## src/hdl/rstc_ram.sv

```systemverilog
// Generic simple dual-port RAM: one write port, one registered read port.
`default_nettype none
module rstc_ram #(
  parameter int WIDTH = 8,
  parameter int DEPTH = 16
) (
  input  wire logic                                       clk,
  input  wire logic                                       we,
  input  wire logic [((DEPTH > 1) ? $clog2(DEPTH) : 1)-1:0] waddr,
  input  wire logic [WIDTH-1:0]                           wdata,
  input  wire logic [((DEPTH > 1) ? $clog2(DEPTH) : 1)-1:0] raddr,
  output logic      [WIDTH-1:0]                           rdata
);

  logic [WIDTH-1:0] mem [DEPTH];

  always_ff @(posedge clk) begin
    if (we) begin
      mem[waddr] <= wdata;
    end
    rdata <= mem[raddr];
  end

endmodule
`default_nettype wire

```

## config.mk

```make
export PLATFORM = sky130hd
export DESIGN_NAME = rstc_ram
export DESIGN_NICKNAME = d
export VERILOG_FILES = /design/src/hdl/rstc_ram.sv
export SDC_FILE = /design/constraint.sdc
export NUM_CORES = 1
export LEC_CHECK = 0
export BUFFER_PORTS_ARGS = -buffer_cell sky130_fd_sc_hd__clkbuf_2
export CORE_ASPECT_RATIO = 1.5
export CORE_MARGIN = 5
export CORE_UTILIZATION = 60
export CTS_CLUSTER_DIAMETER = 150
export CTS_CLUSTER_SIZE = 8
export DETAILED_ROUTE_END_ITERATION = 12
export GPL_TIMING_DRIVEN = 0
export PLACE_DENSITY = 0.88
export SYNTH_ARGS = -nofsm -noshare
export SYNTH_HDL_FRONTEND = slang
export SYNTH_SLANG_ARGS = --single-unit
```

## constraint.sdc

```tcl
create_clock -name clk -period 2.4 [get_ports clk]
set_input_delay 0.24 -clock clk [delete_from_list [all_inputs] [get_ports clk]]
set_output_delay 0.24 -clock clk [all_outputs]
set_load 0.01 [all_outputs]
```

==> summary.txt <==
status = complete, no violations
Period minus WS final = 1.72 ns
clock tree root driver cell = clkbuf_16
maxcap violations = 0
routed wire length = 10200 microns
worst path cell trace = clkbuf_2, or3b_2, nor3_1
DRT antenna net count = 0
# DRC = 0
CTS Buf Count = 17
via count = 2514
P_sw = 1110 uW
initial cell density of the core = 0.612
vias per cell = 6.41
vias in the first global route = 2477
Worst slew margin = 0.160
Design Area, Final = 0.00609 sq mm
#FFs+latches synth = 136
sequential area share after synthesis = 0.778
Clock Tree Buf Depth = 2
largest net degree at the start of global routing = 17
Worst EP required = 2.43 ns
CP startpoint kind = input port
post-synthesis adder-cell area fraction = 0
max-slew violation count = 0
final hold violation count = 0
drt first pass iters = 5
Area after DPL = 0.00540 sq mm
switching fraction of total power = 0.188
Power Density = 971 mW/mm^2
slowest stage delay, CP = 0.88 ns
CTS tree = built
first-pass GRT wire length = 15300 microns
clk slew on worst S/H paths = 0.05 ns
Net count, final = 291
Worst Skew = 0.00662 ns
core box area = 0.00841 sq mm
Cells after Synth = 229
post-synthesis mux area share = 0.150
# rows = 41
global placement routability congestion = 0.892
crit path max fanout = 8
worst skew pair latency = 0.41 ns
largest family of logic cells by synthesized area = multiplexers
global route overflow = 0
worst reg-to-reg path cell count = 3
Buffers on Ports = 24
leakage power = 0.00207 uW
period utilization = 0.716
Worst Tran Pin Value = 1.25 ns
CTS resizes = 0
hold crit path type = in2reg
clk sinks = 136
initial antenna violation count = 0
Ant. Diodes = 0
H-tree depth = 4
placed wire-length estimate = 5950 microns
Netlist cell types = 19
Synth Area in Compound Gates = 0.0233
P&R area growth vs syn = 18.3%
area of the multi-input gates = 0.00106 sq mm
Filler Cells Inserted = 493
hold path cells = 1
GRT Util Overall = 0.214
P_int = 4800 uW
crit path capture type = register
max frequency = 582 MHz
synthesized area = 0.00515 sq mm
area of the die = 0.0106 sq mm
Avg Inst Size Synth = 22.5 sq um
Clk pwr share = 0.504
unrepaired setup endpoints after global routing = no
post-synthesis simple-gate area fraction = 0.0318
layout cells sized above 1 = 0.295
chip height = 123 microns
DRT iter0 DRCs = 318
kind of critical path = in2reg
register area = 0.00400 sq mm
setup TNS = 0 ns
Post-Synth XOR/XNOR Area = 0
Reg power frac = 0.452
arrival time worst endpoint = 1.74 ns
worst ir drop on vdd = 0.776 mV
Synthesis Warnings = 0
per-cell routed wire length = 26.0 microns
Final Total Pwr = 5910 uW
Die X = 85.6 microns
Slowest-stage cell, CP = nor3_1
I/O pins = 26
Syn Nets = 247
setup bufs post-CTS = 0
combinational fraction of design power = 0.044
Hold Buf Count CTS = 0
Final setup viols = 0
layer usage:
| metal | global-route usage | vias up | share of wire |
|---|---|---|---|
| met5 | 0 | - | 0 |
| met1 | 0.278 | 1289 | 0.38 |
| met3 | 0.0680 | 25 | 0.074 |
| met2 | 0.336 | 136 | 0.51 |
| met4 | 0.0941 | 0 | 0.034 |
| li1 | - | 1064 | - |
power by group through the flow:
stage          registers, uW  clock network [uW]  logic (uW)
2_1_floorplan           2720                   0         135
5_1_grt                 2680                3110         277
3_3_place_gp            2710                   0         244
3_5_place_dp            2720                   0         256
6_report                2670                2980         261
4_1_cts                 2670                3000         261
Yosys cell counts, drive strengths merged:
master	n	area share
clkdlybuf4s25	3	0.0058
nor2	13	0.0095
a22oi	16	0.023
nand2b	2	0.0024
nor2b	1	0.0012
nand3	1	0.00097
and2b	1	0.0015
nand3b	2	0.0029
and2	1	0.0012
edfxtp	128	0.75
nor3	4	0.0039
or3b	1	0.0017
dfxtp	8	0.031
buf	7	0.011
mux4	32	0.15
nand2	9	0.0066
worst max-delay path: cells and delay by family:
kind	cells	cell delay [ns]
simple gates	2	1.40
buf+inv	1	0.10
cell usage in the layout, fill, tap and decap left out, drive strengths merged, types with 2 or more instances in the layout:
cell type	count
edfxtp	128
clkbuf	42
mux4	32
a22oi	16
nor2	13
nand2	9
dfxtp	8
bufinv	7
buf	7
nor3	4
clkinvlp	4
clkdlybuf4s25	3
clkinv	3
nand3b	2
nand2b	2
stage by stage:
step / setup slack (ns) / hold slack [ns] / cells / utilization
after floorplan: 0.667 / 0.339 / 229 / -
after global placement: 0.162 / 0.628 / 360 / 0.642
after detailed placement: 0.246 / 0.627 / 360 / 0.642
after CTS: 0.628 / 0.273 / 391 / 0.723
after global routing: 0.569 / 0.298 / 392 / 0.724
final: 0.683 / 0.290 / 392 / 0.724
final cells by class:
class / count / share of cell area
Clock inverter: 14 / 0.0417
Multi-Input combinational cell: 83 / 0.174
Buffer: 10 / 0.0142
Clock buffer: 17 / 0.0699
Sequential cell: 136 / 0.658
Tap cell: 107 / 0.0220
Timing Repair Buffer: 25 / 0.0210
state kept, by name (all words and copies together) (netlist names):
signal  flops
mem       128
rdata       8
worst paths after layout:
kind	to	start	slack (ns)
worst max-delay path	mem[0][2]	waddr[2]	0.68
worst min-delay path	mem[2][4]	wdata[4]	0.29
worst max register to register	rdata[1]	mem[2][1]	0.90
worst min register to register	rdata[0]	mem[14][0]	0.69
logic make-up (layout without fill, tap and decap cells):
logic type | count (synthesis) | after routing
AND/OR/NAND/NOR | 35 | 35
AO/OA/AOI/OAI | 16 | 16
flip-flops | 136 | 136
multiplexers | 32 | 32
buffers and inverters | 10 | 66
Power figures use the tool's default switching activity.
